$ cat config.mk
export PLATFORM = sky130hd
export DESIGN_NAME = lru_key_value_cache_unit
export DESIGN_NICKNAME = d
export VERILOG_FILES = /design/src/rtl/lkvc_pkg.sv /design/src/rtl/lkvc_ctrl.sv /design/src/rtl/lkvc_dp.sv /design/src/rtl/lru_key_value_cache_unit.sv
export SDC_FILE = /design/constraint.sdc
export NUM_CORES = 1
export LEC_CHECK = 0
export ABC_AREA = 1
export BUFFER_PORTS_ARGS = -buffer_cell sky130_fd_sc_hd__buf_2
export CORE_ASPECT_RATIO = 0.9
export CORE_MARGIN = 10
export CORE_UTILIZATION = 47
export CTS_CLUSTER_DIAMETER = 30
export DETAILED_ROUTE_END_ITERATION = 10
export GPL_TIMING_DRIVEN = 0
export RECOVER_POWER = 100
export SLEW_MARGIN = 20
export SYNTH_ARGS = -nofsm -noshare
export SYNTH_HDL_FRONTEND = slang
export SYNTH_HIERARCHICAL = 1
export SYNTH_SLANG_ARGS = --single-unit
$ cat constraint.sdc
create_clock -name clk -period 5.9 [get_ports clk]
set_input_delay 1.475 -clock clk [delete_from_list [all_inputs] [get_ports clk]]
set_output_delay 1.475 -clock clk [all_outputs]
set_load 0.01 [all_outputs]
$ cat src/rtl/lkvc_pkg.sv
// Shared constants and types for the LRU key/value cache.
package lkvc_pkg;

    localparam int ENTRIES = 8;
    localparam int IDX_W   = (ENTRIES > 1) ? $clog2(ENTRIES) : 1;
    localparam int RANK_W  = IDX_W;
    localparam int OCC_W   = $clog2(ENTRIES + 1);
    localparam int CAP_W   = 4;
    localparam int EFF_W   = (OCC_W > CAP_W) ? OCC_W : CAP_W;
    localparam int DATA_W  = 32;

    localparam logic [CAP_W-1:0] CAP_RESET = 4'd8;

    localparam logic ACT_GET = 1'b0;
    localparam logic ACT_PUT = 1'b1;

    typedef struct packed {
        logic capture;
        logic compare;
        logic apply;
    } dp_cmd_t;

endpackage

$ cat src/rtl/lkvc_ctrl.sv
// Sequencing state machine for the LRU key/value cache.
module lkvc_ctrl (
    input  logic              clk,
    input  logic              rst_n,
    input  logic              in_valid,
    output logic              in_stall,
    output logic              out_valid,
    input  logic              out_stall,
    output lkvc_pkg::dp_cmd_t cmd
);

    typedef enum logic [1:0] {
        ST_IDLE,
        ST_MATCH,
        ST_APPLY
    } state_t;

    state_t state_reg;
    state_t state_next;
    logic   out_valid_reg;
    logic   out_valid_next;

    always_comb
    begin
        cmd.capture = (state_reg == ST_IDLE) && in_valid;
        cmd.compare = (state_reg == ST_MATCH);
        cmd.apply   = (state_reg == ST_APPLY) && (!out_valid_reg || !out_stall);
    end

    always_comb
    begin
        state_next     = state_reg;
        out_valid_next = out_valid_reg && out_stall;
        case (state_reg)
            ST_IDLE:
            begin
                if (in_valid)
                begin
                    state_next = ST_MATCH;
                end
            end
            ST_MATCH:
            begin
                state_next = ST_APPLY;
            end
            ST_APPLY:
            begin
                if (!out_valid_reg || !out_stall)
                begin
                    state_next     = ST_IDLE;
                    out_valid_next = 1'b1;
                end
            end
            default:
            begin
                state_next = ST_IDLE;
            end
        endcase
    end

    always_ff @(posedge clk or negedge rst_n)
    begin
        if (!rst_n)
        begin
            state_reg     <= ST_IDLE;
            out_valid_reg <= 1'b0;
        end
        else
        begin
            state_reg     <= state_next;
            out_valid_reg <= out_valid_next;
        end
    end

    assign in_stall  = (state_reg != ST_IDLE);
    assign out_valid = out_valid_reg;

`ifndef SYNTHESIS
    // A result is produced only after an item has gone through the compare cycle.
    assert property (@(posedge clk) disable iff (!rst_n)
        cmd.apply |-> $past(state_reg == ST_MATCH) || $past(state_reg == ST_APPLY))
        else $error("apply without a preceding compare");
`endif

endmodule

$ cat src/rtl/lkvc_dp.sv
// Entry storage, associative compare and recency update for the LRU key/value cache.
module lkvc_dp (
    input  logic                              clk,
    input  logic                              rst_n,
    input  lkvc_pkg::dp_cmd_t                 cmd,
    input  logic                              cfg_we,
    input  logic        [lkvc_pkg::CAP_W-1:0] cfg_wdata,
    input  logic                              action,
    input  logic signed [lkvc_pkg::DATA_W-1:0] lookup_key,
    input  logic signed [lkvc_pkg::DATA_W-1:0] write_value,
    output logic                              hit,
    output logic signed [lkvc_pkg::DATA_W-1:0] read_value
);

    logic [lkvc_pkg::DATA_W-1:0] key_mem   [lkvc_pkg::ENTRIES];
    logic [lkvc_pkg::DATA_W-1:0] value_mem [lkvc_pkg::ENTRIES];

    logic [lkvc_pkg::ENTRIES-1:0] valid_reg;
    logic [lkvc_pkg::ENTRIES-1:0] valid_next;
    logic [lkvc_pkg::RANK_W-1:0]  rank_reg  [lkvc_pkg::ENTRIES];
    logic [lkvc_pkg::RANK_W-1:0]  rank_next [lkvc_pkg::ENTRIES];
    logic [lkvc_pkg::OCC_W-1:0]   occ_reg;
    logic [lkvc_pkg::OCC_W-1:0]   occ_next;
    logic [lkvc_pkg::CAP_W-1:0]   cap_reg;

    logic                         act_reg;
    logic [lkvc_pkg::DATA_W-1:0]  key_reg;
    logic [lkvc_pkg::DATA_W-1:0]  wval_reg;
    logic [lkvc_pkg::ENTRIES-1:0] match_vec_reg;

    logic                         hit_reg;
    logic [lkvc_pkg::DATA_W-1:0]  read_value_reg;

    logic                         any_hit;
    logic [lkvc_pkg::IDX_W-1:0]   found_idx;
    logic [lkvc_pkg::RANK_W-1:0]  hit_rank;
    logic [lkvc_pkg::EFF_W-1:0]   eff_cap;
    logic [lkvc_pkg::RANK_W-1:0]  oldest_rank;
    logic                         evict;
    logic [lkvc_pkg::ENTRIES-1:0] victim_vec;
    logic [lkvc_pkg::ENTRIES-1:0] free_vec;
    logic [lkvc_pkg::IDX_W-1:0]   slot_idx;
    logic                         slot_ok;
    logic                         do_fill;
    logic                         do_touch;

    always_comb
    begin
        if (cap_reg == '0)
        begin
            eff_cap = lkvc_pkg::EFF_W'(1);
        end
        else if (lkvc_pkg::EFF_W'(cap_reg) > lkvc_pkg::EFF_W'(lkvc_pkg::ENTRIES))
        begin
            eff_cap = lkvc_pkg::EFF_W'(lkvc_pkg::ENTRIES);
        end
        else
        begin
            eff_cap = lkvc_pkg::EFF_W'(cap_reg);
        end
    end

    always_comb
    begin
        any_hit   = |match_vec_reg;
        found_idx = '0;
        for (int i = lkvc_pkg::ENTRIES - 1; i >= 0; i--)
        begin
            if (match_vec_reg[i])
            begin
                found_idx = lkvc_pkg::IDX_W'(i);
            end
        end
        hit_rank = rank_reg[found_idx];

        // Valid ranks are distinct and dense, so the oldest entry holds occupancy minus one.
        oldest_rank = lkvc_pkg::RANK_W'(occ_reg - lkvc_pkg::OCC_W'(1));
        evict = !any_hit && (act_reg == lkvc_pkg::ACT_PUT)
              && (lkvc_pkg::EFF_W'(occ_reg) >= eff_cap);
        for (int i = 0; i < lkvc_pkg::ENTRIES; i++)
        begin
            victim_vec[i] = evict && valid_reg[i] && (rank_reg[i] == oldest_rank);
        end
        free_vec = ~valid_reg | victim_vec;
        slot_ok  = |free_vec;
        slot_idx = '0;
        for (int i = lkvc_pkg::ENTRIES - 1; i >= 0; i--)
        begin
            if (free_vec[i])
            begin
                slot_idx = lkvc_pkg::IDX_W'(i);
            end
        end

        do_touch = any_hit;
        do_fill  = !any_hit && (act_reg == lkvc_pkg::ACT_PUT) && slot_ok;

        valid_next = valid_reg;
        occ_next   = occ_reg;
        for (int i = 0; i < lkvc_pkg::ENTRIES; i++)
        begin
            rank_next[i] = rank_reg[i];
        end

        if (do_touch)
        begin
            for (int i = 0; i < lkvc_pkg::ENTRIES; i++)
            begin
                if (valid_reg[i] && (rank_reg[i] < hit_rank))
                begin
                    rank_next[i] = lkvc_pkg::RANK_W'(rank_reg[i] + 1'b1);
                end
            end
            rank_next[found_idx] = '0;
        end
        else if (do_fill)
        begin
            for (int i = 0; i < lkvc_pkg::ENTRIES; i++)
            begin
                if (victim_vec[i])
                begin
                    valid_next[i] = 1'b0;
                    rank_next[i]  = '0;
                end
                else if (valid_reg[i])
                begin
                    rank_next[i] = lkvc_pkg::RANK_W'(rank_reg[i] + 1'b1);
                end
            end
            valid_next[slot_idx] = 1'b1;
            rank_next[slot_idx]  = '0;
            if (!evict)
            begin
                occ_next = lkvc_pkg::OCC_W'(occ_reg + 1'b1);
            end
        end
    end

    always_ff @(posedge clk or negedge rst_n)
    begin
        if (!rst_n)
        begin
            valid_reg <= '0;
            occ_reg   <= '0;
            cap_reg   <= lkvc_pkg::CAP_RESET;
            for (int i = 0; i < lkvc_pkg::ENTRIES; i++)
            begin
                rank_reg[i] <= '0;
            end
        end
        else
        begin
            if (cfg_we)
            begin
                cap_reg <= cfg_wdata;
            end
            if (cmd.apply)
            begin
                valid_reg <= valid_next;
                occ_reg   <= occ_next;
                for (int i = 0; i < lkvc_pkg::ENTRIES; i++)
                begin
                    rank_reg[i] <= rank_next[i];
                end
            end
        end
    end

    always_ff @(posedge clk)
    begin
        if (cmd.capture)
        begin
            act_reg  <= action;
            key_reg  <= lookup_key;
            wval_reg <= write_value;
        end
        if (cmd.compare)
        begin
            for (int i = 0; i < lkvc_pkg::ENTRIES; i++)
            begin
                match_vec_reg[i] <= valid_reg[i] && (key_mem[i] == key_reg);
            end
        end
        if (cmd.apply)
        begin
            hit_reg <= any_hit;
            if (any_hit && (act_reg == lkvc_pkg::ACT_GET))
            begin
                read_value_reg <= value_mem[found_idx];
            end
            else
            begin
                read_value_reg <= '0;
            end
            if (any_hit && (act_reg == lkvc_pkg::ACT_PUT))
            begin
                value_mem[found_idx] <= wval_reg;
            end
            else if (do_fill)
            begin
                key_mem[slot_idx]   <= key_reg;
                value_mem[slot_idx] <= wval_reg;
            end
        end
    end

    assign hit        = hit_reg;
    assign read_value = read_value_reg;

`ifndef SYNTHESIS
    // Occupancy tracks the number of valid entries.
    assert property (@(posedge clk) disable iff (!rst_n)
        $countones(valid_reg) == int'(occ_reg))
        else $error("occupancy does not match valid entries");

    // Keys are unique, so at most one entry can match.
    assert property (@(posedge clk) disable iff (!rst_n)
        cmd.apply |-> $onehot0(match_vec_reg))
        else $error("more than one entry matched the key");

    // An eviction happens only together with a fill, so occupancy never drops.
    assert property (@(posedge clk) disable iff (!rst_n)
        occ_reg >= $past(occ_reg))
        else $error("occupancy decreased");
`endif

endmodule

$ cat src/rtl/lru_key_value_cache_unit.sv
// Top level of the LRU key/value cache.
//
// A fully associative store of lkvc_pkg::ENTRIES key/value pairs with
// least-recently-used replacement. An input item carries action (0 get,
// 1 put), lookup_key and write_value; it is accepted when in_valid is high
// and in_stall is low. Each item gives exactly one result item: hit, and
// read_value (the stored value on a get hit, zero otherwise), offered on
// out_valid and taken when out_stall is low.
// An item goes through capture, the parallel key compare across all
// entries, and the update of recency ranks and storage, in that order.
// The result appears in the cycle after the update. The block works on
// one item at a time; in_stall is high from acceptance until the update
// is done. A waiting result does not block acceptance of the next item,
// but the update stage holds while out_stall keeps an earlier result in
// the output register. Reset clears all entries, empties the store and
// sets capacity_limit to 8. cfg_we writes capacity_limit from cfg_wdata;
// the user must write it only while the block is idle, which the block
// itself does not enforce.
module lru_key_value_cache_unit (
    input  logic                               clk,
    input  logic                               rst_n,
    input  logic                               cfg_we,
    input  logic        [lkvc_pkg::CAP_W-1:0]  cfg_wdata,
    input  logic                               in_valid,
    output logic                               in_stall,
    input  logic                               action,
    input  logic signed [lkvc_pkg::DATA_W-1:0] lookup_key,
    input  logic signed [lkvc_pkg::DATA_W-1:0] write_value,
    output logic                               out_valid,
    input  logic                               out_stall,
    output logic                               hit,
    output logic signed [lkvc_pkg::DATA_W-1:0] read_value
);

    lkvc_pkg::dp_cmd_t cmd;

    lkvc_ctrl u_ctrl (
        .clk       (clk),
        .rst_n     (rst_n),
        .in_valid  (in_valid),
        .in_stall  (in_stall),
        .out_valid (out_valid),
        .out_stall (out_stall),
        .cmd       (cmd)
    );

    lkvc_dp u_dp (
        .clk         (clk),
        .rst_n       (rst_n),
        .cmd         (cmd),
        .cfg_we      (cfg_we),
        .cfg_wdata   (cfg_wdata),
        .action      (action),
        .lookup_key  (lookup_key),
        .write_value (write_value),
        .hit         (hit),
        .read_value  (read_value)
    );

endmodule
# After elaboration in Yosys (flattened, before gate mapping)
# Memories as Yosys holds them, arrays and structs flattened. A register that Yosys moved wholly into a read port is not among the register bits.
# Index checks and enable logic that the tools add are counted.
[totals] reg_bits=117 ramBits=512 inputBits=74 word_cells=253 memories=2
[mem_list] memory="u_dp.key_mem" depth=8 width=32 read_ports=8 rd_ports_with_merged_regs=0 wr=1 line="lkvc_dp.sv:15" source="logic [lkvc_pkg::DATA_W-1:0] key_mem [lkvc_pkg::ENTRIES];"
[mem_list] memory="u_dp.value_mem" depth=8 width=32 read_ports=1 rd_ports_with_merged_regs=1 wr=1 line="lkvc_dp.sv:16" source="logic [lkvc_pkg::DATA_W-1:0] value_mem [lkvc_pkg::ENTRIES];"
[classes] addsub=10 order_cmp=16 eq_ne=20 n_mux=116 bitwise=12 reduce_logical=59
[op_table] operator="32-bit equality test" n=8
[op_table] operator="3-bit two-way mux" n=69
[op_table] operator="24-bit bitwise AND" n=2
[op_table] operator="24-bit two-way mux" n=2
[op_table] operator="24-bit NOT" n=2
[op_table] operator="1-bit logical AND" n=43
[op_table] operator="1-bit two-way mux" n=35
[op_table] operator="32-bit two-way mux" n=1
[op_table] operator="32-bit OR reduction" n=1
[op_table] operator="3-bit by 1-bit adder with 3-bit output, second input constant" n=8
[op_table] operator="3-bit equality test" n=8
[op_table] operator="3-bit < comparator" n=8
[op_table] operator="3-bit demux with 3-bit select" n=2
[op_table] operator="8-bit bitwise OR" n=2
[op_table] operator="8-bit OR reduction" n=2
[op_table] operator="3-bit binary-select mux with 3-bit select" n=1
[op_table] operator="4-bit >= comparator, second input constant" n=2
[op_table] operator="4-bit by 1-bit < comparator with 1-bit output, second input constant" n=2
[op_table] operator="4-bit two-way mux" n=2
[op_table] operator="3-bit NOT with 4-bit output" n=2
[op_table] operator="8-bit NOT" n=1
[op_table] operator="2-bit one-hot mux with 3 select lines" n=1
[op_table] operator="4-bit by 1-bit adder with 4-bit output, second input constant" n=1
[op_table] operator="4-bit >= comparator" n=1
[op_table] operator="other kinds (18)" n=27

# Logic depth before layout (Yosys ltp)
# Gate-level depths: netlist of the first run.
[logic_depth] depth_word=25 mapped_depth=25 depth_no_buf=24

# Modules after synthesis
# The synthesis of the first run kept the hierarchy.
[by_module_without_submodules] module="lkvc_dp" instances=1 cells_per_inst=2204 area_each_um2=27858.0
[by_module_without_submodules] module="lkvc_ctrl" instances=1 cells_per_inst=20 area_each_um2=145.1

# Least setup slack after synthesis of the first run
# No wires, ideal clock.
[synth_timing] path_kind="input to register" startpoint="in out_stall" endpoint="mem u_dp/value_mem[4][0] (netlist bit), enable pin" arrival_ns=5.432 required_time_ns=5.479 path_slack_ns=0.047 stages=11 cell_sequence="nand2_1 -> inv_1 -> nor2_1 -> nand2_1 -> nor2_1 -> inv_1 -> o21ai_1 -> inv_1 -> nor2_1 -> nand2_1 -> nor2_1"
[synth_lines] element="from (decl)" line="lru_key_value_cache_unit.sv:30" source="input logic out_stall,"
[synth_lines] element="to (decl)" line="lkvc_dp.sv:16"

==> metrics.csv, run 1 <==
stage,metric,value,unit
outcome,status,"finished, violations left",
outcome,failed_checks,"capacitance limit, slew limit",
pwr,p_comb_share,11.2,%
cts,cts_setup_buffers,0,
setup_path,cp_common_cell,nand2_1,
sta,hold_violations,0,
detailed_routing,drc_errors,0,
sta,rsz0062_at_grt,no,
synth,synth_warnings,6,
setup_path,slowest_stage,nor2_1,
setup_path,path_max_fanout,20,
sta,tightest_slew,1950,ps
setup_path,ff2ff_setup_slack,640,ps
cts,cts_tree,yes,
pwr,report.power.total,14.4,mW
detailed_routing,wirelength,84.9,mm
setup_path,r2r_cells,21,
detailed_routing,initialDrtViolationCount,2099,
layout,multi_input_area,0.00745,mm²
setup_path,worstPathRequired,6220,ps
detailed_routing,vias,19400,
synth,synth_cell_type_count,53,
global_routing,grt_pass1_vias,19100,
die,start_util,47.7,%
layout,top_regs,"u_dp/key_mem (256), u_dp/value_mem (256)",
layout,n_antenna_cell,0,
pwr,p_int,10.6,mW
placement,hpwlAfterDp,57.5,mm
sta,relSlewSlack,-30.8,%
cts,htreeDepth,4,
synth,yosys_register_bits,661,
run,drv_cap,5,
hold_path,min-delay-start,u_dp/occ_reg[3]$_DFFE_PN0P_,
cts,cts_hold_buffers,0,
layout,fillers,4760,
layout,seqCellArea,0.0196,mm²
cts,root_buffer,clkbuf_16,
pwr,seqPwrFrac,40.0,%
setup_path,cp-start-kind,input port,
pwr,power_density,423,mW/mm²
global_routing,grt_max_degree,27,
die,design.die.area,0.0698,mm²
synth,ys_seq_area_share,70.1,%
synth,synth_area_per_cell,12.6,µm²
layout,layout_commonest_cell,edfxtp_1,
pwr,leakage,12.4,nW
layout,final_cell_mix,"618 x edfxtp_1, 506 x nand2_1, 149 x inv_1",
placement,place_congestion,0.924,
hold_path,min-delay-path-class,register to register,
cts,cts_buffers,130,
placement,placed_cells,3128,
cts,clk_latency,700,ps
layout,fin_nets,2590,
synth,netlist_area,0.0280,mm²
pwr,ir_drop,340,µV
cts,clkTransAtPathRegs,50,ps
synth,syn_nets,2328,
sta,slew_viol_final,66,
placement,place_area,0.0301,mm²
global_routing,grt.total_usage,23.9,%
pwr,p_sw,3.83,mW
die,io-pin-count,109,
detailed_routing,drtPass1Iterations,7,
layout,instances_no_fill,3362,
sta,skew,32.3,ps
die,fp-row-count,84,
die,fp.dieW,277,µm
global_routing,grt_pass1_wl,124,mm
setup_path,r2r-end,u_dp/value_mem[0][16]$_DFFE_PP_,
layout,syn2layout_area_growth,21.7,%
layout,drive_gt1_share,15.2,%
synth,synthArstFlopShare,6.51,%
setup_path,arrival,5670,ps
sta,fin_crit_sh,90.7,%
hold_path,hold_end,u_dp/occ_reg[3]$_DFFE_PN0P_,
placement,io_buffers,108,
sta,fmax,187,MHz
synth,ys.flop_type,edfxtp_1,
setup_path,end_kind,register,
cts,cts_resized,0,
sta,final.min_clock_period,5350,ps
synth,synth-edff-count,618,
synth,syn_inst,2224,
die,die_y,252,µm
setup_path,max_stage_delay,1420,ps
sta,finalSetupViolations,0,
layout,design_area,0.0341,mm²
global_routing,grt_overflow,0,
cts,clock-sinks,661,
detailed_routing,ant_nets,0,
setup_path,r2r_start,u_dp/cap_reg[3]$_DFFE_PN1P_,
hold_path,whs_path_depth,1,
detailed_routing,wl_per_cell,25.3,µm
setup_path,path_cells,buf_2 > nand2_1 > inv_1 > nor2_1 > nand2_1 > nor2_1 > nand2_1 > inv_4 > nand3_1 > nand2_1 > nand2_1 > nor2_4 > clkbuf_2,
pwr,switching_share,26.6,%
setup_path,worstSetupPathType,input port to register,
pwr,p_clk_share,48.8,%
global_routing,grt_antenna_before_repair,4,
cts,clockBufferDepth,3,
detailed_routing,vias_per_cell,5.78,
die,coreArea,0.0588,mm²
==> how the worst max path moves through the flow <==
| stage | startpoint | end | slack [ps] | cells after the start |
|---|---|---|---|---|
| CTS | u_dp/match_vec_reg[7]$_DFFE_PP_ | u_dp/rank_reg[17]$_DFFE_PN0P_ | 1250 | 21 |
| floorplan | out_stall | u_dp/value_mem[4][0]$_DFFE_PP_ | 50 | 11 |
| global route | u_dp/cap_reg[3]$_DFFE_PN1P_ | u_dp/value_mem[0][11]$_DFFE_PP_ | 420 | 21 |
| detailed placement | out_stall | u_dp/value_mem[1][0]$_DFFE_PP_ | 1040 | 13 |
| finish | out_stall | u_dp/value_mem[6][0]$_DFFE_PP_ | 550 | 13 |
| global placement | out_stall | u_dp/value_mem[5][3]$_DFFE_PP_ | -3320 | 12 |
==> cell usage after synthesis (25+ instances only) <==
master | n | share of area (%)
or2_2 | 34 | 0.76
o22ai_1 | 49 | 1.1
nor2_1 | 100 | 1.3
xnor2_1 | 56 | 1.8
nor4_1 | 25 | 0.56
dfrtp_1 | 42 | 3.8
a21oi_1 | 39 | 0.70
a22o_1 | 47 | 1.5
ha_1 | 30 | 1.3
nand3_1 | 96 | 1.7
inv_1 | 146 | 2.0
xor2_1 | 35 | 1.1
a211oi_1 | 32 | 0.86
nand2_1 | 502 | 6.7
clkbuf_1 | 44 | 0.59
o21ai_0 | 98 | 1.8
edfxtp_1 | 618 | 66
a221oi_1 | 58 | 1.8
==> worst max-delay path, delay by kind of cell <==
family / cells / cell delay [ps]
AND/OR/NAND/NOR: 9 / 3160
buffers and inverters: 4 / 1000
==> per-layer routing <==
layer,GRT usage [%],vias to the layer above,wire length [µm]
met5,0,-,0
met4,8.75,0,2330
met3,5.15,146,7750
met2,36.1,944,38000
met1,33.6,9651,36800
li1,-,8676,-
==> metrics by stage <==
stage                     setup WS (ps)  TNS [ps]  hold WS [ps]  utilization, %
after floorplan                    46.6         0           452               -
after global placement            -3320  -1595430           477            50.2
after detailed placement           1040         0           476            51.3
after CTS                          1250         0           486            58.5
after global routing                415         0           499            58.0
final                               548         0           484            58.0
==> logic make-up (layout without fill, tap and decap cells) <==
| group | count (synthesis) | count (layout) | synth area share [%] |
|---|---|---|---|
| mux | 3 | 3 | 0.121 |
| flops | 661 | 661 | 70.1 |
| fa+ha+maj | 30 | 30 | 1.34 |
| buf+inv | 235 | 599 | 3.32 |
| simple gates | 838 | 838 | 13.3 |
| xor+xnor | 91 | 91 | 2.85 |
| compound gates | 366 | 366 | 8.95 |
==> power groups by stage <==
stage	registers (mW)	logic, mW	clock network, mW
after floorplan	5.72	0.992	0
after global placement	5.84	1.57	0
after detailed placement	5.83	1.65	0
after CTS	5.75	1.66	7.13
after global routing	5.78	1.77	7.38
final	5.76	1.61	7.03
==> layout make-up <==
cell class	instances	area share [%]
sequential	661	57.6
tap	774	2.84
timing repair buffer	130	2.47
buffer	66	0.830
inverter	169	1.88
multi-input combinational	1328	21.9
clock inverter	81	2.42
clock buffer	153	10.0
(Power assumes the default switching activity.)
==> run 2: changes to the inputs <==
CTS_BUF_LIST = sky130_fd_sc_hd__clkbuf_8   (was not set)
==> metrics.csv, run 2 (synthesis results as in run 1) <==
stage,metric,value,unit,change
cts,clockBufferDepth,3,,unchanged
sta,slew_viol_final,80,,+21%
setup_path,worstSetupStartpoint,u_dp/cap_reg[3]$_DFFE_PN1P_,,
sta,hold_ws,491,ps,+7.34 ps
pwr,ir_drop,200,µV,-41%
sta,tightest_slew,1950,ps,-9.68 ps
die,die_y,252,µm,unchanged
die,start_util,47.7,%,unchanged
sta,fmax,186,MHz,-0.20%
setup_path,worstSetupPathType,register to register,,
die,coreArea,0.0588,mm²,unchanged
sta,rsz0062_at_grt,no,,
sta,fin_crit_sh,90.9,%,+0.18 points
run,drv_cap,5,,unchanged
cts,root_buffer,clkbuf_8,,
die,io-pin-count,109,,unchanged
sta,finalSetupViolations,0,,unchanged
sta,setup_ws,537,ps,-10.6 ps
detailed_routing,initialDrtViolationCount,2058,,-2.0%
pwr,leakage,11.9,nW,-4.5%
cts,clock-sinks,661,,unchanged
layout,top_regs,"u_dp/key_mem (256), u_dp/value_mem (256)",,
detailed_routing,vias_per_cell,5.70,,-1.2%
detailed_routing,ant_nets,0,,unchanged
setup_path,path_max_fanout,19,,-5.0%
cts,clk_latency,790,ps,+90 ps
sta,hold_violations,0,,unchanged
placement,place_area,0.0301,mm²,unchanged
global_routing,grt_pass1_wl,124,mm,-0.32%
layout,syn2layout_area_growth,16.5,%,
cts,cts_setup_buffers,0,,unchanged
placement,place_congestion,0.924,,unchanged
die,fp-row-count,84,,unchanged
global_routing,grt_max_degree,27,,unchanged
setup_path,r2r_start,u_dp/cap_reg[3]$_DFFE_PN1P_,,
sta,setup_tns,0,ps,unchanged
setup_path,ff2ff_setup_slack,540,ps,-100 ps
setup_path,arrival,5820,ps,+150 ps
layout,fin_nets,2596,,+0.23%
hold_path,min-delay-path-class,register to register,,
layout,design_area,0.0326,mm²,-4.3%
detailed_routing,vias,19300,,-0.84%
cts,cts_buffers,136,,+4.6%
pwr,power_density,372,mW/mm²,-12%
die,fp.dieW,277,µm,unchanged
detailed_routing,drc_errors,0,,unchanged
cts,cts_tree,yes,,
sta,final.min_clock_period,5360,ps,+10.6 ps
detailed_routing,drtPass1Iterations,6,,-1
cts,cts_resized,0,,unchanged
global_routing,grt_antenna_before_repair,4,,unchanged
placement,io_buffers,108,,unchanged
die,design.die.area,0.0698,mm²,unchanged
layout,drive_gt1_share,15.1,%,-0.070 points
placement,pre_cts_slack,1040,ps,unchanged
setup_path,r2r-end,u_dp/value_mem[0][31]$_DFFE_PP_,,
layout,layout_commonest_cell,edfxtp_1,,
detailed_routing,wirelength,84.4,mm,-0.58%
layout,fillers,4945,,+3.9%
sta,relSlewSlack,-30.2,%,+0.65 points
setup_path,end_kind,register,,
sta,skew,48.3,ps,+16.0 ps
layout,final_cell_mix,"618 x edfxtp_1, 505 x nand2_1, 172 x inv_1",,
outcome,status,"finished, violations left",,
cts,cts_hold_buffers,0,,unchanged
global_routing,grt.total_usage,23.8,%,-0.099 points
cts,clkTransAtPathRegs,50,ps,about the same
global_routing,grt_overflow,0,,unchanged
setup_path,worstPathRequired,6360,ps,+140 ps
cts,htreeDepth,4,,unchanged
setup_path,r2r_cells,21,,unchanged
global_routing,grt_pass1_vias,19100,,-0.37%
placement,hpwlAfterDp,57.5,mm,unchanged
setup_path,cp-start-kind,register,,
detailed_routing,wl_per_cell,25.0,µm,-0.96%
outcome,failed_checks,"capacitance limit, slew limit",,
setup_path,crit_end,u_dp/value_mem[0][31]$_DFFE_PP_,,
## run 2: worst min path at each step
stage / start / endpoint / slack [ps] / cells after the start
global placement: u_dp/occ_reg[3]$_DFFE_PN0P_ / u_dp/occ_reg[3]$_DFFE_PN0P_ / 480 / 1
finish: u_dp/occ_reg[3]$_DFFE_PN0P_ / u_dp/occ_reg[3]$_DFFE_PN0P_ / 490 / 1
CTS: u_dp/occ_reg[3]$_DFFE_PN0P_ / u_dp/occ_reg[3]$_DFFE_PN0P_ / 490 / 1
global route: u_dp/occ_reg[3]$_DFFE_PN0P_ / u_dp/occ_reg[3]$_DFFE_PN0P_ / 500 / 1
floorplan: u_dp/occ_reg[3]$_DFFE_PN0P_ / u_dp/occ_reg[3]$_DFFE_PN0P_ / 450 / 1
detailed placement: u_dp/occ_reg[3]$_DFFE_PN0P_ / u_dp/occ_reg[3]$_DFFE_PN0P_ / 480 / 1
## run 2: cell type report
class                      instances  area [µm²]  area share, %
inverter                         169         639           1.96
tap                              774         968           2.97
multi-input combinational       1328        7460           22.9
buffer                            66         283          0.867
clock buffer                     142        1950           5.99
timing repair buffer             130         857           2.63
antenna                            1        2.50        0.00767
clock inverter                   104         817           2.51
sequential                       661       19600           60.2
## run 2: per-layer routing
metal | part of all wire (%) | vias to the layer above | track usage [%]
met1 | 43 | 9510 | 33.3
met5 | 0 | - | 0
li1 | - | 8676 | -
met4 | 2.6 | 0 | 8.29
met3 | 9.4 | 140 | 5.50
met2 | 45 | 927 | 36.1
## run 2: worst max-delay path, stage by stage (launching register included)
cell and delay [ps]:
dfstp_2 510, inv_1 70, o21ai_0 210, ha_1 280, inv_1 70, o21bai_1 60, nand2_1 60, nand3_1 230
nand2_4 250, inv_4 80, a21oi_1 290, nand2_1 190, nor2_4 170, nand2_4 60, nand2_1 430, inv_4 90
nand3_1 100, nand2_1 110, clkinv_1 80, nand2_1 100, nor2_1 1300, buf_12 290
## run 2: stage by stage
stage / utilization (%) / total power, mW / instances
after floorplan: - / 6.71 / 2224
after global placement: 50.2 / 7.41 / 3106
after detailed placement: 51.3 / 7.49 / 3128
after CTS: 56.0 / 12.3 / 3374
after global routing: 55.5 / 12.7 / 3375
final: 55.5 / 12.1 / 3375
## run 2: power breakdown
| group | total, mW | internal (mW) | switching [mW] |
|---|---|---|---|
| logic | 1.61 | 0.476 | 1.13 |
| registers | 5.75 | 5.46 | 0.291 |
| clock network | 4.78 | 2.71 | 2.07 |
==> run 3: changes to the inputs <==
CORE_ASPECT_RATIO = not set   (was 0.9)
SETUP_SLACK_MARGIN = 0.02   (was not set)
SYNTH_HIERARCHICAL = not set   (was 1)
==> metrics.csv, run 3 <==
stage,metric,value,unit,change
outcome,status,"finished, violations left",,
outcome,failed_checks,"capacitance limit, slew limit",,
pwr,seqPwrFrac,45.9,%,-1.5 points
placement,place_congestion,0.961,,+3.9%
cts,cts_setup_buffers,0,,unchanged
placement,hpwlAfterDp,56.4,mm,-1.9%
global_routing,grt_pass1_wl,123,mm,-0.39%
die,design.die.area,0.0696,mm²,-0.20%
layout,multi_input_area,0.00741,mm²,-0.64%
cts,cts_hold_buffers,0,,unchanged
placement,place_area,0.0301,mm²,about the same
cts,clk_latency,790,ps,about the same
setup_path,end_kind,register,,
sta,finalSetupViolations,0,,unchanged
setup_path,cp-start-kind,register,,
global_routing,grt_max_degree,44,,+63%
die,coreArea,0.0589,mm²,+0.27%
sta,final.min_clock_period,5030,ps,-334 ps
cts,htreeDepth,4,,unchanged
pwr,p_sw,3.56,mW,+1.9%
detailed_routing,vias,19500,,+1.4%
sta,setup_tns,0,ps,unchanged
pwr,p_int,8.97,mW,+3.7%
layout,layout_commonest_cell,edfxtp_1,,
synth,ys_top_cells_by_count,"618 x edfxtp_1, 495 x nand2_1, 152 x inv_1",,
sta,tightest_slew,2740,ps,+794 ps
synth,ys.flop_type,edfxtp_1,,
sta,fmax,199,MHz,+6.6%
sta,relSlewSlack,-82.6,%,-52 points
placement,io_buffers,108,,unchanged
setup_path,worstSetupPathType,register to register,,
die,fp-row-count,89,,+6.0%
global_routing,grt.total_usage,23.5,%,-0.30 points
run,drv_cap,3,,-2
synth,synth_warnings,0,,-6
detailed_routing,wirelength,82.6,mm,-2.2%
synth,synthArstFlopShare,6.51,%,unchanged
detailed_routing,ant_nets,0,,unchanged
sta,hold_ws,514,ps,+22.9 ps
synth,synth_area_per_cell,12.5,µm²,-1.0%
hold_path,min-delay-path-class,register to register,,
detailed_routing,vias_per_cell,5.73,,+0.47%
global_routing,grt_pass1_vias,19700,,+3.3%
sta,slew_viol_final,67,,-16%
global_routing,grt_antenna_before_repair,3,,-1
die,io-pin-count,109,,unchanged
cts,clockBufferDepth,3,,unchanged
layout,fin_nets,2625,,+1.1%
pwr,leakage,11.9,nW,+0.46%
synth,synth_top_area_cell,edfxtp_1,,
cts,clkTransAtPathRegs,50,ps,about the same
pwr,power_density,381,mW/mm²,+2.3%
sta,rsz0062_at_grt,no,,
synth,ys_seq_area_share,70.3,%,+0.14 points
sta,hold_violations,0,,unchanged
detailed_routing,initialDrtViolationCount,2083,,+1.2%
setup_path,worstPathRequired,6360,ps,about the same
layout,final_cell_mix,"618 x edfxtp_1, 503 x nand2_1, 179 x inv_1",,
cts,cts_buffers,145,,+6.6%
die,die_y,264,µm,+4.9%
pwr,p_comb_share,13.1,%,-0.2 points
detailed_routing,wl_per_cell,24.2,µm,-3.1%
sta,skew,38.5,ps,-9.85 ps
cts,clock-sinks,661,,unchanged
pwr,switching_share,28.4,%,-0.36 points
synth,synth-edff-count,618,,unchanged
sta,fin_crit_sh,85.2,%,-5.7 points
layout,seqCellArea,0.0196,mm²,unchanged
die,fp.dieW,264,µm,-4.8%
layout,syn2layout_area_growth,17.6,%,
cts,cts_tree,yes,,
pwr,p_clk_share,41.0,%,+1.6 points
synth,syn_nets,2346,,+0.77%
detailed_routing,drtPass1Iterations,8,,+2
detailed_routing,drc_errors,0,,unchanged
die,start_util,47.4,%,-0.22 points
cts,root_buffer,clkbuf_8,,
synth,synth.most_common_cell,edfxtp_1,,
synth,syn_inst,2242,,+0.81%
synth,yosys_register_bits,661,,unchanged
synth,synth_top_area_share,66.4,%,+0.13 points
synth,netlist_area,0.0279,mm²,-0.20%
setup_path,path_max_fanout,18,,-1
synth,synth_area_leaders,"edfxtp_1 66%, nand2_1 6.6%, dfrtp_1 3.8%",,
cts,cts_resized,0,,unchanged
pwr,ir_drop,234,µV,+17%
layout,fillers,4898,,-0.95%
setup_path,arrival,5490,ps,-330 ps
synth,synth_cell_type_count,53,,unchanged
layout,top_regs,"u_dp.key_mem (256), u_dp.value_mem (256)",,
layout,design_area,0.0329,mm²,+0.80%
layout,drive_gt1_share,14.1,%,-1.1 points
global_routing,grt_overflow,0,,unchanged
[run 3: cell count changes after synthesis, sizes merged, moves of 6 or more]
cell    previous run  this run
o21ai            102       108
a22o              47        31
nand4             20        29
clkbuf            44        58
nand3             99       129
nand2            524       509
a31oi              9        21
[run 3: cell type report]
| type | count | area share [%] |
|---|---|---|
| sequential | 661 | 59.7 |
| multi-input combinational | 1340 | 22.5 |
| clock buffer | 152 | 6.36 |
| tap | 773 | 2.94 |
| timing repair buffer | 132 | 2.86 |
| clock inverter | 106 | 2.72 |
| inverter | 165 | 1.91 |
| buffer | 76 | 0.936 |
| antenna | 1 | 0.00761 |
[run 3: final timing paths]
path                                             startpoint                             end  slack, ps  depth (start not counted)
min in group asynchronous                             rst_n   u_dp.rank_reg[12]$_DFFE_PN0P_       1570                          1
worst max-delay path            u_dp.cap_reg[3]$_DFFE_PN1P_  u_dp.value_mem[2][3]$_DFFE_PP_        870                         22
max in group asynchronous                             rst_n   u_dp.valid_reg[4]$_DFFE_PN0P_       2760                          1
worst min register to register   u_ctrl.out_valid$_DFF_PN0_      u_ctrl.out_valid$_DFF_PN0_        510                          2
worst min-delay path             u_ctrl.out_valid$_DFF_PN0_      u_ctrl.out_valid$_DFF_PN0_        510                          2
worst max register to register  u_dp.cap_reg[3]$_DFFE_PN1P_  u_dp.value_mem[2][3]$_DFFE_PP_        870                         22
[run 3: cells by family after synthesis]
kind of cell,share of synthesized area [%]
AOI/OAI and AO/OA,8.76
buffers and inverters,3.38
xor gates and xnor gates,2.79
and+or+nand+nor,13.4
adders and majority gates,1.34
DFF,70.3
muxes,0.121
[run 3: power by group through the flow]
stage	sequential [mW]	clock, mW	combinational, mW
global route	5.78	5.48	1.82
detailed placement	5.84	0	1.69
floorplan	5.72	0	1.04
global placement	5.85	0	1.58
CTS	5.75	5.21	1.69
finish	5.75	5.13	1.64
[run 3: routing by layer]
layer	GRT usage, %	routed length, µm	share of wire [%]	vias up
li1	-	-	-	8796
met1	31.6	34900	42	9623
met2	36.2	37700	46	922
met3	5.17	7100	8.6	180
met4	10.3	2890	3.5	0
met5	0	0	0	-
[run 3: metrics by stage]
step / cells / utilization (%) / setup slack, ps / power [mW]
2_1_floorplan: 2242 / - / 289 / 6.76
3_3_place_gp: 3123 / 50.0 / -2820 / 7.43
3_5_place_dp: 3147 / 51.1 / 1410 / 7.52
4_1_cts: 3405 / 56.2 / 1390 / 12.6
5_1_grt: 3406 / 55.8 / 646 / 13.1
6_report: 3406 / 55.8 / 872 / 12.5
[run 3: critical path, cell delays in order (launching register included)]
cell and delay, ps:
dfstp_2 510, inv_1 70, o21ai_0 210, ha_1 280
nand2_1 70, nand2_1 50, nand2_1 50, nand3_1 170
nand2_1 170, clkbuf_1 420, inv_1 200, nand2_1 200
nand2_1 110, nor2_1 270, inv_2 40, nor2_1 140
nand2_1 140, nand2_4 190, clkinv_4 100, o21ai_4 310
inv_2 180, nor2_4 570, buf_16 250
